--- config.mk ---
export PLATFORM = sky130hd
export DESIGN_NAME = stop_and_wait_tx_coordinator_core
export DESIGN_NICKNAME = d
export VERILOG_FILES = /design/src/rtl/core/swtx_pkg.sv /design/src/rtl/core/stop_and_wait_tx_coordinator_core.sv
export SDC_FILE = /design/constraint.sdc
export NUM_CORES = 1
export LEC_CHECK = 0
export BUFFER_PORTS_ARGS = -buffer_cell sky130_fd_sc_hd__buf_2
export CAP_MARGIN = 20
export CORE_AREA = 2 2 200 202
export DETAILED_ROUTE_END_ITERATION = 12
export DIE_AREA = 0 0 202 204
export GPL_ROUTABILITY_DRIVEN = 0
export GPL_TIMING_DRIVEN = 1
export PLACE_DENSITY = 0.84
export RECOVER_POWER = 50
export SYNTH_ARGS = -nofsm -noshare
export SYNTH_HDL_FRONTEND = slang
export SYNTH_SLANG_ARGS = --single-unit
--- constraint.sdc ---
create_clock -name clk -period 9 [get_ports clk]
set_clock_uncertainty 0.2 [all_clocks]
set_input_delay 0.45 -clock clk [delete_from_list [all_inputs] [get_ports clk]]
set_output_delay 0.45 -clock clk [all_outputs]
set_load 0.01 [all_outputs]
--- src/rtl/core/swtx_pkg.sv ---
// Shared types and constants for the stop-and-wait transmit coordinator.
package swtx_pkg;

  // Field widths fixed by the item format.
  localparam int unsigned CMD_W    = 8;
  localparam int unsigned VAL_W    = 16;
  localparam int unsigned ADDR_W   = 8;
  localparam int unsigned CNT_W    = 16;
  localparam int unsigned QLVL_W   = 4;
  localparam int unsigned CFG_IDX_W = 2;
  localparam int unsigned CFG_DATA_W = 16;

  // Default queue storage; one slot always stays empty.
  localparam int unsigned QUEUE_DEPTH_DEF = 16;

  // Configuration register reset values.
  localparam logic [ADDR_W-1:0] PARTNER_ADDRESS_RST   = 8'd7;
  localparam logic [CNT_W-1:0]  TIMEOUT_TICKS_RST     = 16'd50;
  localparam logic [CMD_W-1:0]  HEARTBEAT_COMMAND_RST = 8'd0;
  localparam logic [ADDR_W-1:0] OWN_ADDRESS_RST       = 8'd0;

  // Value carried by a heartbeat packet.
  localparam logic [VAL_W-1:0] HEARTBEAT_VAL = 16'h0000;

  // Request codes of an input item.
  typedef enum logic [1:0] {
    REQ_PUSH = 2'd0,
    REQ_RECV = 2'd1,
    REQ_TICK = 2'd2,
    REQ_POLL = 2'd3
  } req_type_t;

  // Configuration register indexes.
  typedef enum logic [CFG_IDX_W-1:0] {
    CFG_PARTNER_ADDRESS   = 2'd0,
    CFG_TIMEOUT_TICKS     = 2'd1,
    CFG_HEARTBEAT_COMMAND = 2'd2,
    CFG_OWN_ADDRESS       = 2'd3
  } cfg_idx_t;

  // Input item.
  typedef struct packed {
    logic [1:0]        req_type;
    logic [CMD_W-1:0]  cmd_in;
    logic [VAL_W-1:0]  val_in;
    logic [ADDR_W-1:0] addr_in;
    logic              tx_idle;
    logic              rx_busy;
  } swtx_in_t;

  // Result item.
  typedef struct packed {
    logic              send_valid;
    logic [CMD_W-1:0]  send_cmd;
    logic [VAL_W-1:0]  send_val;
    logic [ADDR_W-1:0] send_addr;
    logic              heartbeat;
    logic              push_accepted;
    logic [QLVL_W-1:0] queue_level;
  } swtx_out_t;

  // One queued command.
  typedef struct packed {
    logic [CMD_W-1:0]  cmd;
    logic [VAL_W-1:0]  val;
    logic [ADDR_W-1:0] addr;
  } swtx_entry_t;

endpackage

--- src/rtl/core/stop_and_wait_tx_coordinator_core.sv ---
// Top level of the stop-and-wait transmit coordinator with its command queue.
// The input item and the result item are each registered.
// Throughput: one item per cycle when not stalled; the queue head is prefetched
// into a register so the queue memory read never sits in the update path.
// Reset (rst_n low, synchronous): pointers, turn flag, idle counter and config
// return to defaults; the queue memory is not cleared.
module stop_and_wait_tx_coordinator_core #(
  parameter int unsigned QUEUE_DEPTH = swtx_pkg::QUEUE_DEPTH_DEF
) (
  input  logic                              clk,
  input  logic                              rst_n,
  // Input channel
  input  logic                              in_valid,
  output logic                              in_stall,
  input  swtx_pkg::swtx_in_t                in_data,
  // Result channel
  output logic                              out_valid,
  input  logic                              out_stall,
  output swtx_pkg::swtx_out_t               out_data,
  // Configuration port
  input  logic                              cfg_we,
  input  logic [swtx_pkg::CFG_IDX_W-1:0]    cfg_index,
  input  logic [swtx_pkg::CFG_DATA_W-1:0]   cfg_wdata
);

  localparam int unsigned PTR_W = (QUEUE_DEPTH > 1) ? $clog2(QUEUE_DEPTH) : 1;
  localparam int unsigned LEV_W = PTR_W + 1;
  localparam int unsigned OUT_LEV_W = swtx_pkg::QLVL_W;
  localparam logic [PTR_W-1:0] PTR_LAST = PTR_W'(QUEUE_DEPTH - 1);
  localparam logic [LEV_W-1:0] LEV_DEPTH = LEV_W'(QUEUE_DEPTH);

  // Configuration registers
  logic [swtx_pkg::ADDR_W-1:0] partner_address_r;
  logic [swtx_pkg::CNT_W-1:0]  timeout_ticks_r;
  logic [swtx_pkg::CMD_W-1:0]  heartbeat_command_r;
  logic [swtx_pkg::ADDR_W-1:0] own_address_r;

  // Pipeline registers
  logic                 in_v_r, in_v_nxt;
  swtx_pkg::swtx_in_t   in_r;
  logic                 out_v_r, out_v_nxt;
  swtx_pkg::swtx_out_t  out_r;

  // Coordinator state
  logic [PTR_W-1:0]             wr_ptr_r, wr_ptr_nxt;
  logic [PTR_W-1:0]             rd_ptr_r, rd_ptr_nxt;
  logic                         turn_r, turn_nxt;
  logic [swtx_pkg::CNT_W-1:0]   idle_r, idle_nxt;

  // Queue memory and prefetched head entry
  swtx_pkg::swtx_entry_t        mem [QUEUE_DEPTH];
  swtx_pkg::swtx_entry_t        head_r;
  swtx_pkg::swtx_entry_t        wr_entry;
  logic                         wr_en;

  // Handshake and update logic signals
  logic                 out_free;
  logic                 fire;
  logic                 in_accept;
  logic [PTR_W-1:0]     wr_ptr_inc, rd_ptr_inc;
  logic                 q_empty;
  logic                 timeout_hit;
  logic                 turn_eff;
  logic                 send;
  logic [LEV_W-1:0]     level_diff;
  logic [LEV_W-1:0]     level;
  swtx_pkg::swtx_out_t  res;

  // Flow control: the result register frees up when it is empty or taken.
  assign out_free  = !out_v_r || !out_stall;
  assign fire      = in_v_r && out_free;
  assign in_stall  = in_v_r && !out_free;
  assign in_accept = in_valid && !in_stall;

  assign in_v_nxt  = in_accept ? 1'b1 : (fire ? 1'b0 : in_v_r);
  assign out_v_nxt = fire ? 1'b1 : (out_stall ? out_v_r : 1'b0);

  assign out_valid = out_v_r;
  assign out_data  = out_r;

  // Ring pointer increments with wrap at the queue depth.
  assign wr_ptr_inc = (wr_ptr_r == PTR_LAST) ? '0 : wr_ptr_r + 1'b1;
  assign rd_ptr_inc = (rd_ptr_r == PTR_LAST) ? '0 : rd_ptr_r + 1'b1;
  assign q_empty    = (wr_ptr_r == rd_ptr_r);

  assign timeout_hit = (idle_r >= timeout_ticks_r);
  assign turn_eff    = turn_r || timeout_hit;
  assign send        = turn_eff && in_r.tx_idle && !in_r.rx_busy;

  assign wr_entry = '{cmd: in_r.cmd_in, val: in_r.val_in, addr: in_r.addr_in};

  // Single-pass item update: next state and the result item.
  always_comb begin
    wr_ptr_nxt = wr_ptr_r;
    rd_ptr_nxt = rd_ptr_r;
    turn_nxt   = turn_r;
    idle_nxt   = idle_r;
    wr_en      = 1'b0;
    res        = '0;
    if (fire) begin
      case (in_r.req_type)
        swtx_pkg::REQ_PUSH: begin
          if (wr_ptr_inc != rd_ptr_r) begin
            wr_en             = 1'b1;
            wr_ptr_nxt        = wr_ptr_inc;
            res.push_accepted = 1'b1;
          end
        end
        swtx_pkg::REQ_RECV: begin
          if (in_r.addr_in == partner_address_r) begin
            turn_nxt = 1'b1;
            idle_nxt = '0;
          end
        end
        swtx_pkg::REQ_TICK: begin
          if (idle_r != '1) begin
            idle_nxt = idle_r + 1'b1;
          end
        end
        swtx_pkg::REQ_POLL: begin
          if (timeout_hit) begin
            turn_nxt = 1'b1;
            idle_nxt = '0;
          end
          if (send) begin
            res.send_valid = 1'b1;
            turn_nxt       = 1'b0;
            if (!q_empty) begin
              res.send_cmd  = head_r.cmd;
              res.send_val  = head_r.val;
              res.send_addr = head_r.addr;
              rd_ptr_nxt    = rd_ptr_inc;
            end else begin
              res.send_cmd  = heartbeat_command_r;
              res.send_val  = swtx_pkg::HEARTBEAT_VAL;
              res.send_addr = own_address_r;
              res.heartbeat = 1'b1;
            end
          end
        end
        default: begin
        end
      endcase
    end
    // Queue fill level after the update, modulo the depth.
    level_diff = {1'b0, wr_ptr_nxt} - {1'b0, rd_ptr_nxt};
    if (wr_ptr_nxt < rd_ptr_nxt) begin
      level = level_diff + LEV_DEPTH;
    end else begin
      level = level_diff;
    end
    res.queue_level = OUT_LEV_W'(level);
  end

  // Control registers and configuration.
  always_ff @(posedge clk) begin
    if (!rst_n) begin
      in_v_r              <= 1'b0;
      out_v_r             <= 1'b0;
      wr_ptr_r            <= '0;
      rd_ptr_r            <= '0;
      turn_r              <= 1'b0;
      idle_r              <= '0;
      partner_address_r   <= swtx_pkg::PARTNER_ADDRESS_RST;
      timeout_ticks_r     <= swtx_pkg::TIMEOUT_TICKS_RST;
      heartbeat_command_r <= swtx_pkg::HEARTBEAT_COMMAND_RST;
      own_address_r       <= swtx_pkg::OWN_ADDRESS_RST;
    end else begin
      in_v_r   <= in_v_nxt;
      out_v_r  <= out_v_nxt;
      wr_ptr_r <= wr_ptr_nxt;
      rd_ptr_r <= rd_ptr_nxt;
      turn_r   <= turn_nxt;
      idle_r   <= idle_nxt;
      if (cfg_we) begin
        case (cfg_index)
          swtx_pkg::CFG_PARTNER_ADDRESS:
            partner_address_r <= cfg_wdata[swtx_pkg::ADDR_W-1:0];
          swtx_pkg::CFG_TIMEOUT_TICKS:
            timeout_ticks_r <= cfg_wdata[swtx_pkg::CNT_W-1:0];
          swtx_pkg::CFG_HEARTBEAT_COMMAND:
            heartbeat_command_r <= cfg_wdata[swtx_pkg::CMD_W-1:0];
          swtx_pkg::CFG_OWN_ADDRESS:
            own_address_r <= cfg_wdata[swtx_pkg::ADDR_W-1:0];
          default: begin
          end
        endcase
      end
    end
  end

  // Payload registers: input item and result item.
  always_ff @(posedge clk) begin
    if (in_accept) begin
      in_r <= in_data;
    end
    if (fire) begin
      out_r <= res;
    end
  end

  // Queue memory: write at the write pointer, prefetch the next head entry.
  // A push into an empty queue lands on the head slot and is forwarded.
  always_ff @(posedge clk) begin
    if (wr_en) begin
      mem[wr_ptr_r] <= wr_entry;
    end
    if (wr_en && (wr_ptr_r == rd_ptr_nxt)) begin
      head_r <= wr_entry;
    end else begin
      head_r <= mem[rd_ptr_nxt];
    end
  end

endmodule

==> results of run 1 <==
-- Yosys cell counts (2+ instances only) --
cell type / number / share of area (%)
ha_1: 25 / 1.2
nand2_1: 54 / 0.80
mux2i_1: 41 / 1.6
nand2b_1: 4 / 0.098
nor2_1: 71 / 1.0
xnor2_1: 25 / 0.86
and4_1: 5 / 0.17
nor4_1: 10 / 0.25
nor4b_1: 2 / 0.069
nor3_1: 8 / 0.16
and2_1: 4 / 0.098
dfxtp_1: 71 / 5.6
a31oi_1: 2 / 0.049
nor3b_1: 3 / 0.088
a2bb2oi_1: 2 / 0.069
inv_1: 28 / 0.41
nand4_1: 5 / 0.12
mux4_2: 160 / 14
nor2b_1: 2 / 0.049
o211ai_1: 3 / 0.088
o21ai_0: 4 / 0.079
buf_2: 16 / 0.31
edfxtp_1: 587 / 69
and3_1: 32 / 0.79
nand3b_1: 2 / 0.059
buf_6: 2 / 0.088
clkbuf_1: 39 / 0.57
a21oi_1: 22 / 0.43
nand3_1: 11 / 0.22
a21o_1: 2 / 0.059
xor2_1: 8 / 0.27
-- how the worst min path moves through the flow --
stage                           end                 from  depth (start not counted)  slack, ns
2_1_floorplan   timeout_ticks_r[10]  timeout_ticks_r[10]                          2       0.24
3_3_place_gp    timeout_ticks_r[15]  timeout_ticks_r[15]                          2       0.24
3_5_place_dp    timeout_ticks_r[13]  timeout_ticks_r[13]                          2       0.25
4_1_cts        partner_address_r[1]         cfg_index[1]                          5       0.21
5_1_grt        partner_address_r[1]         cfg_index[0]                          5       0.26
6_report       partner_address_r[1]         cfg_index[0]                          5       0.24
-- sequential cells by signal (all words and copies together), names as in the netlist, 4 cells and up, named ones only --
signal and cells:
mem 512, out_data 39, in_r 36, idle_r 16
timeout_ticks_r 16, heartbeat_command_r 8, own_address_r 8, partner_address_r 8
rd_ptr_r 4, wr_ptr_r 4
-- layer usage --
metal / track usage, % / share of wire, % / up-vias
met4: 14.10 / 4.4 / 0
met2: 50.50 / 49 / 984
met5: 0 / 0 / -
li1: - / - / 5512
met1: 41.79 / 36 / 6982
met3: 6.409 / 11 / 194
-- cell type report --
class / instances / share of cell area (%)
Inverter: 29 / 0.3713
Timing Repair Buffer: 180 / 4.033
Tap cell: 525 / 2.240
Sequential cell: 658 / 65.00
Clock buffer: 70 / 5.466
Clock inverter: 44 / 2.061
Multi-Input combinational cell: 530 / 20.83
-- critical path, delay by kind of cell (launching register included) --
| kind | cells | cell delay [ns] |
|---|---|---|
| AOI/OAI and AO/OA | 4 | 1.67 |
| adders and majority gates | 2 | 0.60 |
| and+or+nand+nor | 2 | 0.48 |
| DFF | 1 | 0.41 |
| buffers and inverters | 2 | 0.52 |
| xor gates and xnor gates | 3 | 0.38 |
-- stage by stage --
step	cell area, um2	setup slack, ns	hold slack (ns)
finish	29320	4.508	0.2423
global route	29320	4.269	0.2633
CTS	29380	4.505	0.2114
detailed placement	26630	4.501	0.2525
global placement	26630	4.590	0.2439
floorplan	25490	5.509	0.2363
-- cell families after synthesis --
| group | synth area share [%] |
|---|---|
| AO/OA/AOI/OAI | 1.242 |
| XOR/XNOR | 1.198 |
| adder cells (fa/ha/maj) | 1.306 |
| buffers and inverters | 1.419 |
| flip-flops | 74.73 |
| multiplexers | 15.81 |
| AND/OR/NAND/NOR | 4.300 |
-- where the power goes --
group	switching [mW]	internal, mW
Clock	1.11	1.71
Combinational	0.0674	0.0494
Sequential	0.0430	3.35
-- repair_timing --
item / 4_1_cts / 5_1_grt
buffers inserted: 0 / 0
hold endpoints to repair: 72 / 0
hold buffers: 55 / 0
setup endpoints to repair: 0 / 0
==> flow_summary_export.csv, run 1 <==
group,metric,value,unit
worst_setup_path,reg2reg_depth,13,
worst_setup_path,arrival,4.68,ns
drt,initialDrtViolationCount,1559,
sta,period_needed,4.492,ns
power,power,6.328,mW
clock_network,cts-htree-levels,2,
synth,ys_ff_latch,658,
floorplan,row_count,73,
sta,slew_headroom,-116.1,%
sta,fin_crit_sh,49.91,%
worst_setup_path,crit_end,"out_data[3]",
drt,drc,0,
placement,placed_cells,1866,
worst_setup_path,end_kind,"register",
worst_setup_path,r2r_end,"out_data[3]",
clock_network,cts_made_buffers,61,
clock_network,clkLatencyLatePin,0.64,ns
worst_setup_path,worst-endpoint-required,9.18,ns
run_status,violations,"capacitance limit, slew limit",
worst_setup_path,crit_path_max_fanout,21,
worst_setup_path,worstReg2RegStart,"idle_r[0]",
final_layout,fill_cells,2054,
synth,syn-num-nets,1360,
worst_setup_path,path_cells,"inv_1 > ha_1 > nand2b_1 > a2111o_1 > a41o_2 > o31ai_4 > inv_2 > and3_4 > xnor2_2 > ha_1 > a21oi_1 > xnor2_1 > xnor2_1",
clock_network,clock_sinks,658,
worst_setup_path,crit_start,"idle_r[0]",
synth,syn_inst,1275,
drt,ant_nets,0,
synth,synthArstFlopShare,0,%
floorplan,die_h,204,um
synth,avgSynthCellArea,19.99,um2
placement,port_buffers,99,
flow_run,drv_cap,2,
drt,vias,13672,
final_layout,syn2layout_area_growth,15.03,%
clock_network,clockRootBuffer,"clkbuf_16",
floorplan,ios,100,
sta,fmax,222.6,MHz
final_layout,multiInputGateArea,6107,um2
grt,grt.total_usage,31.19,%
worst_setup_path,critPathKind,"register to register",
final_layout,nNetsFinal,1545,
synth,synth-edff-count,587,
power,p_leak,9.552,nW
clock_network,cts_resized,0,
final_layout,area.sequential,19060,um2
worst_setup_path,slowest_delay,0.79,ns
min_path,hp-class,"primary input to register",
grt,grt_first_pass_wirelength,91.75,mm
grt,antenna_found_initial,0,
sta,rsz0062_at_grt,"no",
synth,yosysWarnings,0,
final_layout,finalNonFillerCells,2036,
grt,grt_pass1_vias,14159,
grt,grt_overflow_total,0,
final_layout,drive_above_1_share,23.96,%
power,powerDensity,215.8,nW/um2
worst_setup_path,rrSetupSlack,4.51,ns
synth,post_synth_num_cell_types,56,
sta,setup_tns,0,ns
floorplan,die_x,202,um
sta,worstMarginPinSlew,3.241,ns
floorplan,start_util,65.05,%
drt,viasPerCell,6.715,
clock_network,cts_buffer_depth,3,
floorplan,dieArea,41210,um2
power,ir_worst_vdd,0.0001651,V
synth,ys_seq_area_share,74.73,%
placement,hpwl,30.26,mm
final_layout,final_common_cell,"edfxtp_1",
worst_setup_path,slowest_stage,"o31ai_4",
synth,synth_area,25490,um2
worst_setup_path,worst_setup_path_start_kind,"register",
grt,grt_max_degree,116,
drt,first_pass_iters,8,
clock_network,cts.reportedPaths.clkPinSlew,0.06,ns
synth,synthFlopType,"edfxtp_1",
sta,hold_viol_final,0,
sta,final-max-slew-violation-count,71,
clock_network,cts_tree,"yes",
floorplan,coreArea,39180,um2
sta,setup_viol,0,
final_layout,finalCoreUtilization,74.83,%
drt,avgRoutedWirePerCell,30.57,um
final_layout,diodes,0,
final_layout,final_cell_mix,"587 x edfxtp_1, 160 x mux4_2, 71 x nor2_1",
drt,finalWirelength,62.24,mm
run_status,status,"finished, violations left",
(Power assumes the default switching activity.)
==> run 2, diff against run 1 <==
- ABC_AREA: unset -> 1
- CORE_AREA: 2 2 200 202 -> 2 2 222 224
- DIE_AREA: 0 0 202 204 -> 0 0 224 226
- PLACE_DENSITY: 0.84 -> 0.74
- clock period: 9 -> 3.7 ns (I/O delays scaled with it)
==> run 2 against run 1 <==
Compared with the run above: the flow now finishes without violations; area after synthesis rose by 2.9%; final area up 4.0%; first-iteration DRC count rose by 17%; sequential cell count did not move; critical endpoint unchanged.
==> flow_summary_export.csv, run 2 <==
group,metric,value,unit
run_status,status,"complete, no violations",
worst_setup_path,crit_path_max_fanout,8,
grt,antenna_found_initial,0,
final_layout,fill_cells,3437,
sta,fin_crit_sh,92.10,%
clock_network,clock_sinks,658,
sta,hold_viol_final,0,
worst_setup_path,crit_buf_inv,4,
drt,avgRoutedWirePerCell,21.62,um
min_path,hp-class,"primary input to register",
clock_network,cts-htree-levels,3,
clock_network,clockRootBuffer,"clkbuf_16",
drt,initialDrtViolationCount,1831,
grt,grt_first_pass_wirelength,97.94,mm
placement,port_buffers,99,
synth,synth_top_area_share,67.21,%
final_layout,regMostFlops,"mem",
clock_network,postCtsSetupRepairBufs,0,
floorplan,row_count,81,
flow_run,drv_cap,0,
sta,setup_viol,0,
clock_network,clkLatencyLatePin,0.60,ns
grt,grt_max_degree,129,
clock_network,cts_made_buffers,67,
placement,hpwl,33.85,mm
final_layout,nNetsFinal,2366,
final_layout,area.sequential,19060,um2
worst_setup_path,crit_path_frequent_cell,"nand2_1",
power,p_leak,10.38,nW
synth,syn_inst,2105,
power,ir_worst_vdd,0.0003849,V
synth,synth_top_cell_by_area,"edfxtp_1",
clock_network,cts_buffer_depth,3,
final_layout,largest_reg_flops,512,
synth,yosysWarnings,0,
grt,grt.total_usage,25.38,%
sta,period_needed,3.408,ns
drt,drc,0,
floorplan,die_h,226,um
synth,synth-edff-count,587,
floorplan,ios,100,
worst_setup_path,critPathKind,"register to register",
synth,syn-num-nets,2190,
synth,post_synth_num_cell_types,45,
worst_setup_path,slowest_stage,"dfxtp_1",
sta,final-max-slew-violation-count,0,
synth,synthArstFlopShare,0,%
drt,first_pass_iters,5,
final_layout,multiInputGateArea,6401,um2
floorplan,start_util,54.25,%
worst_setup_path,slowest_delay,0.41,ns
final_layout,final_cell_mix,"587 x edfxtp_1, 329 x nor2_1, 306 x o21ai_0",
floorplan,coreArea,48340,um2
final_layout,finalCoreUtilization,63.10,%
worst_setup_path,worst_setup_path_start_kind,"register",
drt,ant_nets,0,
grt,grt_overflow_total,0,
drt,viasPerCell,5.993,
worst_setup_path,path_cells,"inv_1 > ha_1 > or2_2 > nand3_1 > nor2_2 > nand2_2 > nand3_4 > inv_2 > nand2_1 > o21ai_0 > inv_1 > ha_1 > nand2_1 > nand2_1 > a31oi_1 > nand3_1 > nand2_1 > inv_1 > nand2_1 > nand2_1",
synth,avgSynthCellArea,12.46,um2
grt,grt_pass1_vias,17475,
sta,slew_headroom,3.174,%
drt,vias,17708,
worst_setup_path,worst_path_dominant_cell_family,"simple AND/OR/NAND/NOR gates",
power,powerDensity,503.1,nW/um2
final_layout,diodes,0,
clock_network,cts.reportedPaths.clkPinSlew,0.06,ns
synth,synth_most_common_cell,"edfxtp_1",
sta,rsz0062_at_grt,"no",
clock_network,cts_tree,"yes",
final_layout,final_common_cell,"edfxtp_1",
worst_setup_path,arrival,3.57,ns
synth,synth_area_leaders,"edfxtp_1 67%, o21ai_0 5.8%, dfxtp_1 5.4%, nor2_1 4.9%, nand2_1 2.5%",
synth,synth_area,26230,um2
final_layout,drive_above_1_share,9.901,%
synth,synth_common_cells,"587 x edfxtp_1, 344 x nor2_1, 306 x o21ai_0",
sta,worstMarginPinSlew,1.452,ns
synth,synthFlopType,"edfxtp_1",
synth,ys_seq_area_share,72.63,%
placement,dpl_cell_area,27670,um2
worst_setup_path,worst-endpoint-required,3.86,ns
final_layout,syn2layout_area_growth,16.32,%
sta,fmax,293.5,MHz
floorplan,die_x,224,um
drt,finalWirelength,63.88,mm
sta,setup_tns,0,ns
synth,ys_ff_latch,658,
final_layout,fin_area,30500,um2
floorplan,dieArea,50620,um2
worst_setup_path,end_kind,"register",
==> run 2: cell types whose count changed after synthesis, sizes merged, moves of 19 or more <==
cell    previous run  this run
nor2              72       347
inv               29        95
o22ai              1        61
and3              33         1
a21oi             23        74
nand3             11        80
mux2i             41         0
clkbuf            39        81
nand2             54       182
o21ai              5       337
o221ai             0        67
mux4             160         0
buf               19        38
==> run 2: power breakdown <==
group | switching [mW] | internal, mW
sequential | 0.108 | 8.18
combinational | 0.324 | 0.192
clock | 2.71 | 3.84
total | 3.14 | 12.2
==> run 2: kinds of logic (layout without fill, tap and decap cells) <==
family,count (synthesis),count (layout),synth area share (%)
AND/OR/NAND/NOR,632,632,9.957
flip-flops,658,658,72.63
adder cells (fa/ha/maj),26,26,1.269
buffers and inverters,217,445,3.430
XOR/XNOR,23,23,0.7681
AO/OA/AOI/OAI,549,549,11.94
==> run 2: final cells by class <==
type                       count  area share, %
clock buffer                  87          5.882
clock inverter                34          1.013
inverter                      98          1.231
multi-input combinational   1230          20.98
sequential                   658          62.48
tap                          622          2.551
timing repair buffer         226          5.861
==> run 2: per-stage QoR <==
step                total power [mW]  hold slack (ns)  cells  setup WS, ns
floorplan                      8.664          0.08387   2105       0.06905
global placement               8.875           0.1617   2754        0.4139
detailed placement             8.891           0.1631   2754        0.2504
CTS                            15.41          0.03897   2955        0.2492
global route                   15.79          0.09386   2955       0.04525
finish                         15.35          0.08497   2955        0.2923
==> run 2: what timing repair did <==
action	4_1_cts	5_1_grt
setup endpoints to repair	0	1
hold buffers	80	0
endpoints found under the hold margin	93	0
gates resized for setup	0	1
==> run 2: final timing paths <==
path | start | slack (ns) | cells past startpoint | to
worst max-delay path | wr_ptr_r[1] | 0.29 | 20 | out_data[3]
worst min-delay path | cfg_we | 0.08 | 3 | heartbeat_command_r[2]
worst max register to register | wr_ptr_r[1] | 0.29 | 20 | out_data[3]
worst min register to register | own_address_r[0] | 0.25 | 2 | own_address_r[0]
==> run 2: metal layers <==
| layer | GRT usage, % | part of all wire [%] | up-vias |
|---|---|---|---|
| li1 | - | - | 8031 |
| met1 | 34.03 | 40 | 8694 |
| met2 | 42.02 | 49 | 860 |
| met3 | 4.202 | 8.7 | 123 |
| met4 | 9.527 | 2.7 | 0 |
| met5 | 0 | 0 | - |
==> run 2: worst register-to-register path, stage by stage (launching register included) <==
cell and delay [ns]:
dfxtp_1 0.41, inv_1 0.11, ha_1 0.31, or2_2 0.30, nand3_1 0.11, nor2_2 0.06
nand2_2 0.10, nand3_4 0.13, inv_2 0.16, nand2_1 0.06, o21ai_0 0.12, inv_1 0.08
ha_1 0.34, nand2_1 0.08, nand2_1 0.05, a31oi_1 0.19, nand3_1 0.11, nand2_1 0.11
inv_1 0.04, nand2_1 0.05, nand2_1 0.04
==> run 3, diff against run 2 <==
--- a/config.mk
+++ b/config.mk
@@ -13,7 +13,8 @@
 export DIE_AREA = 0 0 224 226
 export GPL_ROUTABILITY_DRIVEN = 0
-export GPL_TIMING_DRIVEN = 1
+export GPL_TIMING_DRIVEN = 0
 export PLACE_DENSITY = 0.74
 export RECOVER_POWER = 50
+export REMOVE_ABC_BUFFERS = 1
 export SYNTH_ARGS = -nofsm -noshare
 export SYNTH_HDL_FRONTEND = slang
==> constraint.sdc (replaced) <==
create_clock -name clk -period 3.7 [get_ports clk]
set_clock_uncertainty 0.2 [all_clocks]
set_input_delay 0.185 -clock clk [delete_from_list [all_inputs] [get_ports clk]]
set_output_delay 0.185 -clock clk [all_outputs]
set_load 0.02 [all_outputs]
==> run 3 against run 2 <==
Compared with the run above: sequential power barely moved; critical path type unchanged; the flow now finishes with violations (capacitance limit); critical path depth fell by 9; clock power barely moved; register-to-register slack got worse by 0.14 ns; clock-buffer cell count rose by 2; die area did not move; non-clock buffer count fell by 17; setup slack got worse by 0.14 ns; hold slack improved by 0.014 ns; sequential share of layout area fell by 0.31 points; routed wire length rose by 3.2%; core utilization rose by 0.32 points.
==> flow_summary_export.csv, run 3 (synthesis gave the netlist of run 2 again) <==
group,metric,value,unit
placement,port_buffers,99,
drt,finalWirelength,65.96,mm
sta,worstMarginPinSlew,1.490,ns
drt,wl_met1,25.53,mm
drt,drc,0,
worst_setup_path,critPathKind,"register to register",
final_layout,syn2layout_area_growth,16.91,%
worst_setup_path,worst-endpoint-required,3.80,ns
sta,period_needed,3.547,ns
drt,avgRoutedWirePerCell,22.43,um
grt,antenna_found_initial,0,
sta,hold_viol_final,0,
clock_network,cts_buffer_depth,3,
power,ir_worst_vdd,0.0003658,V
min_path,hp-class,"primary input to register",
drt,initialDrtViolationCount,1927,
sta,setup_viol,0,
run_status,violations,"capacitance limit",
drt,dr_wl_met2,31.38,mm
clock_network,cts_made_buffers,68,
grt,grt_overflow_total,0,
worst_setup_path,slowest_delay,0.86,ns
worst_setup_path,crit_path_max_fanout,21,
drt,first_pass_iters,7,
drt,vias,17870,
final_layout,fin_area,30660,um2
placement,hpwl,35.77,mm
placement,dpl_cell_area,27800,um2
floorplan,start_util,54.25,%
clock_network,clockRootBuffer,"clkbuf_16",
run_status,status,"finished, violations left",
worst_setup_path,slowest_stage,"nor2_4",
floorplan,die_h,226,um
floorplan,coreArea,48340,um2
worst_setup_path,path_cells,"inv_1 > ha_1 > or2_2 > nand3_1 > nor2_2 > nand2_2 > nand3_4 > inv_4 > nand2_1 > nor2_4 > buf_16",
worst_setup_path,worst_setup_path_start_kind,"register",
drt,wl_met3,6.784,mm
final_layout,largest_reg_flops,512,
final_layout,finalNonFillerCells,2941,
final_layout,finalCoreUtilization,63.42,%
power,powerDensity,501.4,nW/um2
sta,rsz0062_at_grt,"no",
power,power,15.37,mW
floorplan,row_count,81,
final_layout,fill_cells,3494,
worst_setup_path,arrival,3.64,ns
clock_network,clock_sinks,658,
flow_run,drv_cap,1,
final_layout,diodes,0,
sta,fmax,282.0,MHz
clock_network,clkLatencyLatePin,0.59,ns
drt,viasPerCell,6.076,
sta,slew_headroom,0.6449,%
drt,top_layer_used,"met4",
clock_network,cts_tree,"yes",
sta,hold-worst-slack,0.09910,ns
grt,grt_first_pass_wirelength,98.28,mm
floorplan,ios,100,
final_layout,nNetsFinal,2352,
clock_network,cts-htree-levels,3,
clock_network,cts.reportedPaths.clkPinSlew,0.06,ns
final_layout,final_common_cell,"edfxtp_1",
grt,grt_pass1_vias,17488,
final_layout,regMostFlops,"mem",
floorplan,die_x,224,um
placement,placed_cells,2739,
worst_setup_path,end_kind,"register",
sta,fin_crit_sh,95.85,%
grt,grt_max_degree,177,
power,p_leak,10.37,nW
grt,grt.total_usage,25.76,%
final_layout,final_cell_mix,"587 x edfxtp_1, 329 x nor2_1, 306 x o21ai_0",
drt,ant_nets,0,
sta,final-max-slew-violation-count,0,
final_layout,drive_above_1_share,10.00,%
floorplan,dieArea,50620,um2
run 3: cell count changes in the layout (fill, tap and decap cells not counted), moves of 3 or more:
cell	before	now
dlygate4sd3_1	80	74
buf_2	42	47
clkbuf_16	69	72
inv_4	1	4
clkbuf_1	75	69
buf_16	0	11
buf_6	0	3
buf_4	29	3
run 3: worst paths after layout:
check	from	to	slack (ns)	cells past startpoint
max reg2reg	wr_ptr_r[1]	mem[6][8]	0.15	11
min reg2reg	heartbeat_command_r[5]	heartbeat_command_r[5]	0.25	2
min	in_data[35]	in_r[35]	0.1	2
max	wr_ptr_r[1]	mem[6][8]	0.15	11
run 3: what timing repair did:
item / CTS / global route
buffers inserted: 3 / 0
hold endpoints to repair: 87 / 0
pin swaps: 0 / 2
hold buffers: 74 / 0
gates cloned: 0 / 3
setup endpoints to repair: 1 / 52
resized for setup: 0 / 5
run 3: through the flow:
stage / setup WS [ns] / TNS (ns)
6_report: 0.1534 / 0
5_1_grt: 0.008174 / 0
4_1_cts: 0.01647 / 0
3_5_place_dp: -0.1488 / -0.1488
3_3_place_gp: -15.50 / -1757.72
2_1_floorplan: -6.812 / -234.47
run 3: per-layer routing:
layer	global-route usage (%)	vias up
li1	-	8019
met1	34.77	8673
met2	42.16	1012
met3	4.567	166
met4	9.677	0
met5	0	-
run 3: power breakdown:
| part | leakage, nW | internal [mW] | switching, mW |
|---|---|---|---|
| combinational | 3.44 | 0.193 | 0.346 |
| clock | 1.03 | 3.82 | 2.73 |
| sequential | 5.90 | 8.17 | 0.104 |
| total | 10.4 | 12.2 | 3.18 |
run 3: layout make-up:
type / instances / area [um2] / area share [%]
inverters: 98 / 386.6 / 1.261
repair buffers: 209 / 1894 / 6.179
multi-input cells: 1232 / 6419 / 20.94
well taps: 622 / 778.2 / 2.538
clock inverters: 33 / 256.5 / 0.8366
clock buffers: 89 / 1864 / 6.081
flip-flops and latches: 658 / 19060 / 62.17
run 3: worst max-delay path, delay by kind of cell (launching register included):
family	cells	cell delay, ns
buffers and inverters	3	0.53
adder cells (fa/ha/maj)	1	0.32
flip-flops	1	0.40
AND/OR/NAND/NOR	7	1.79
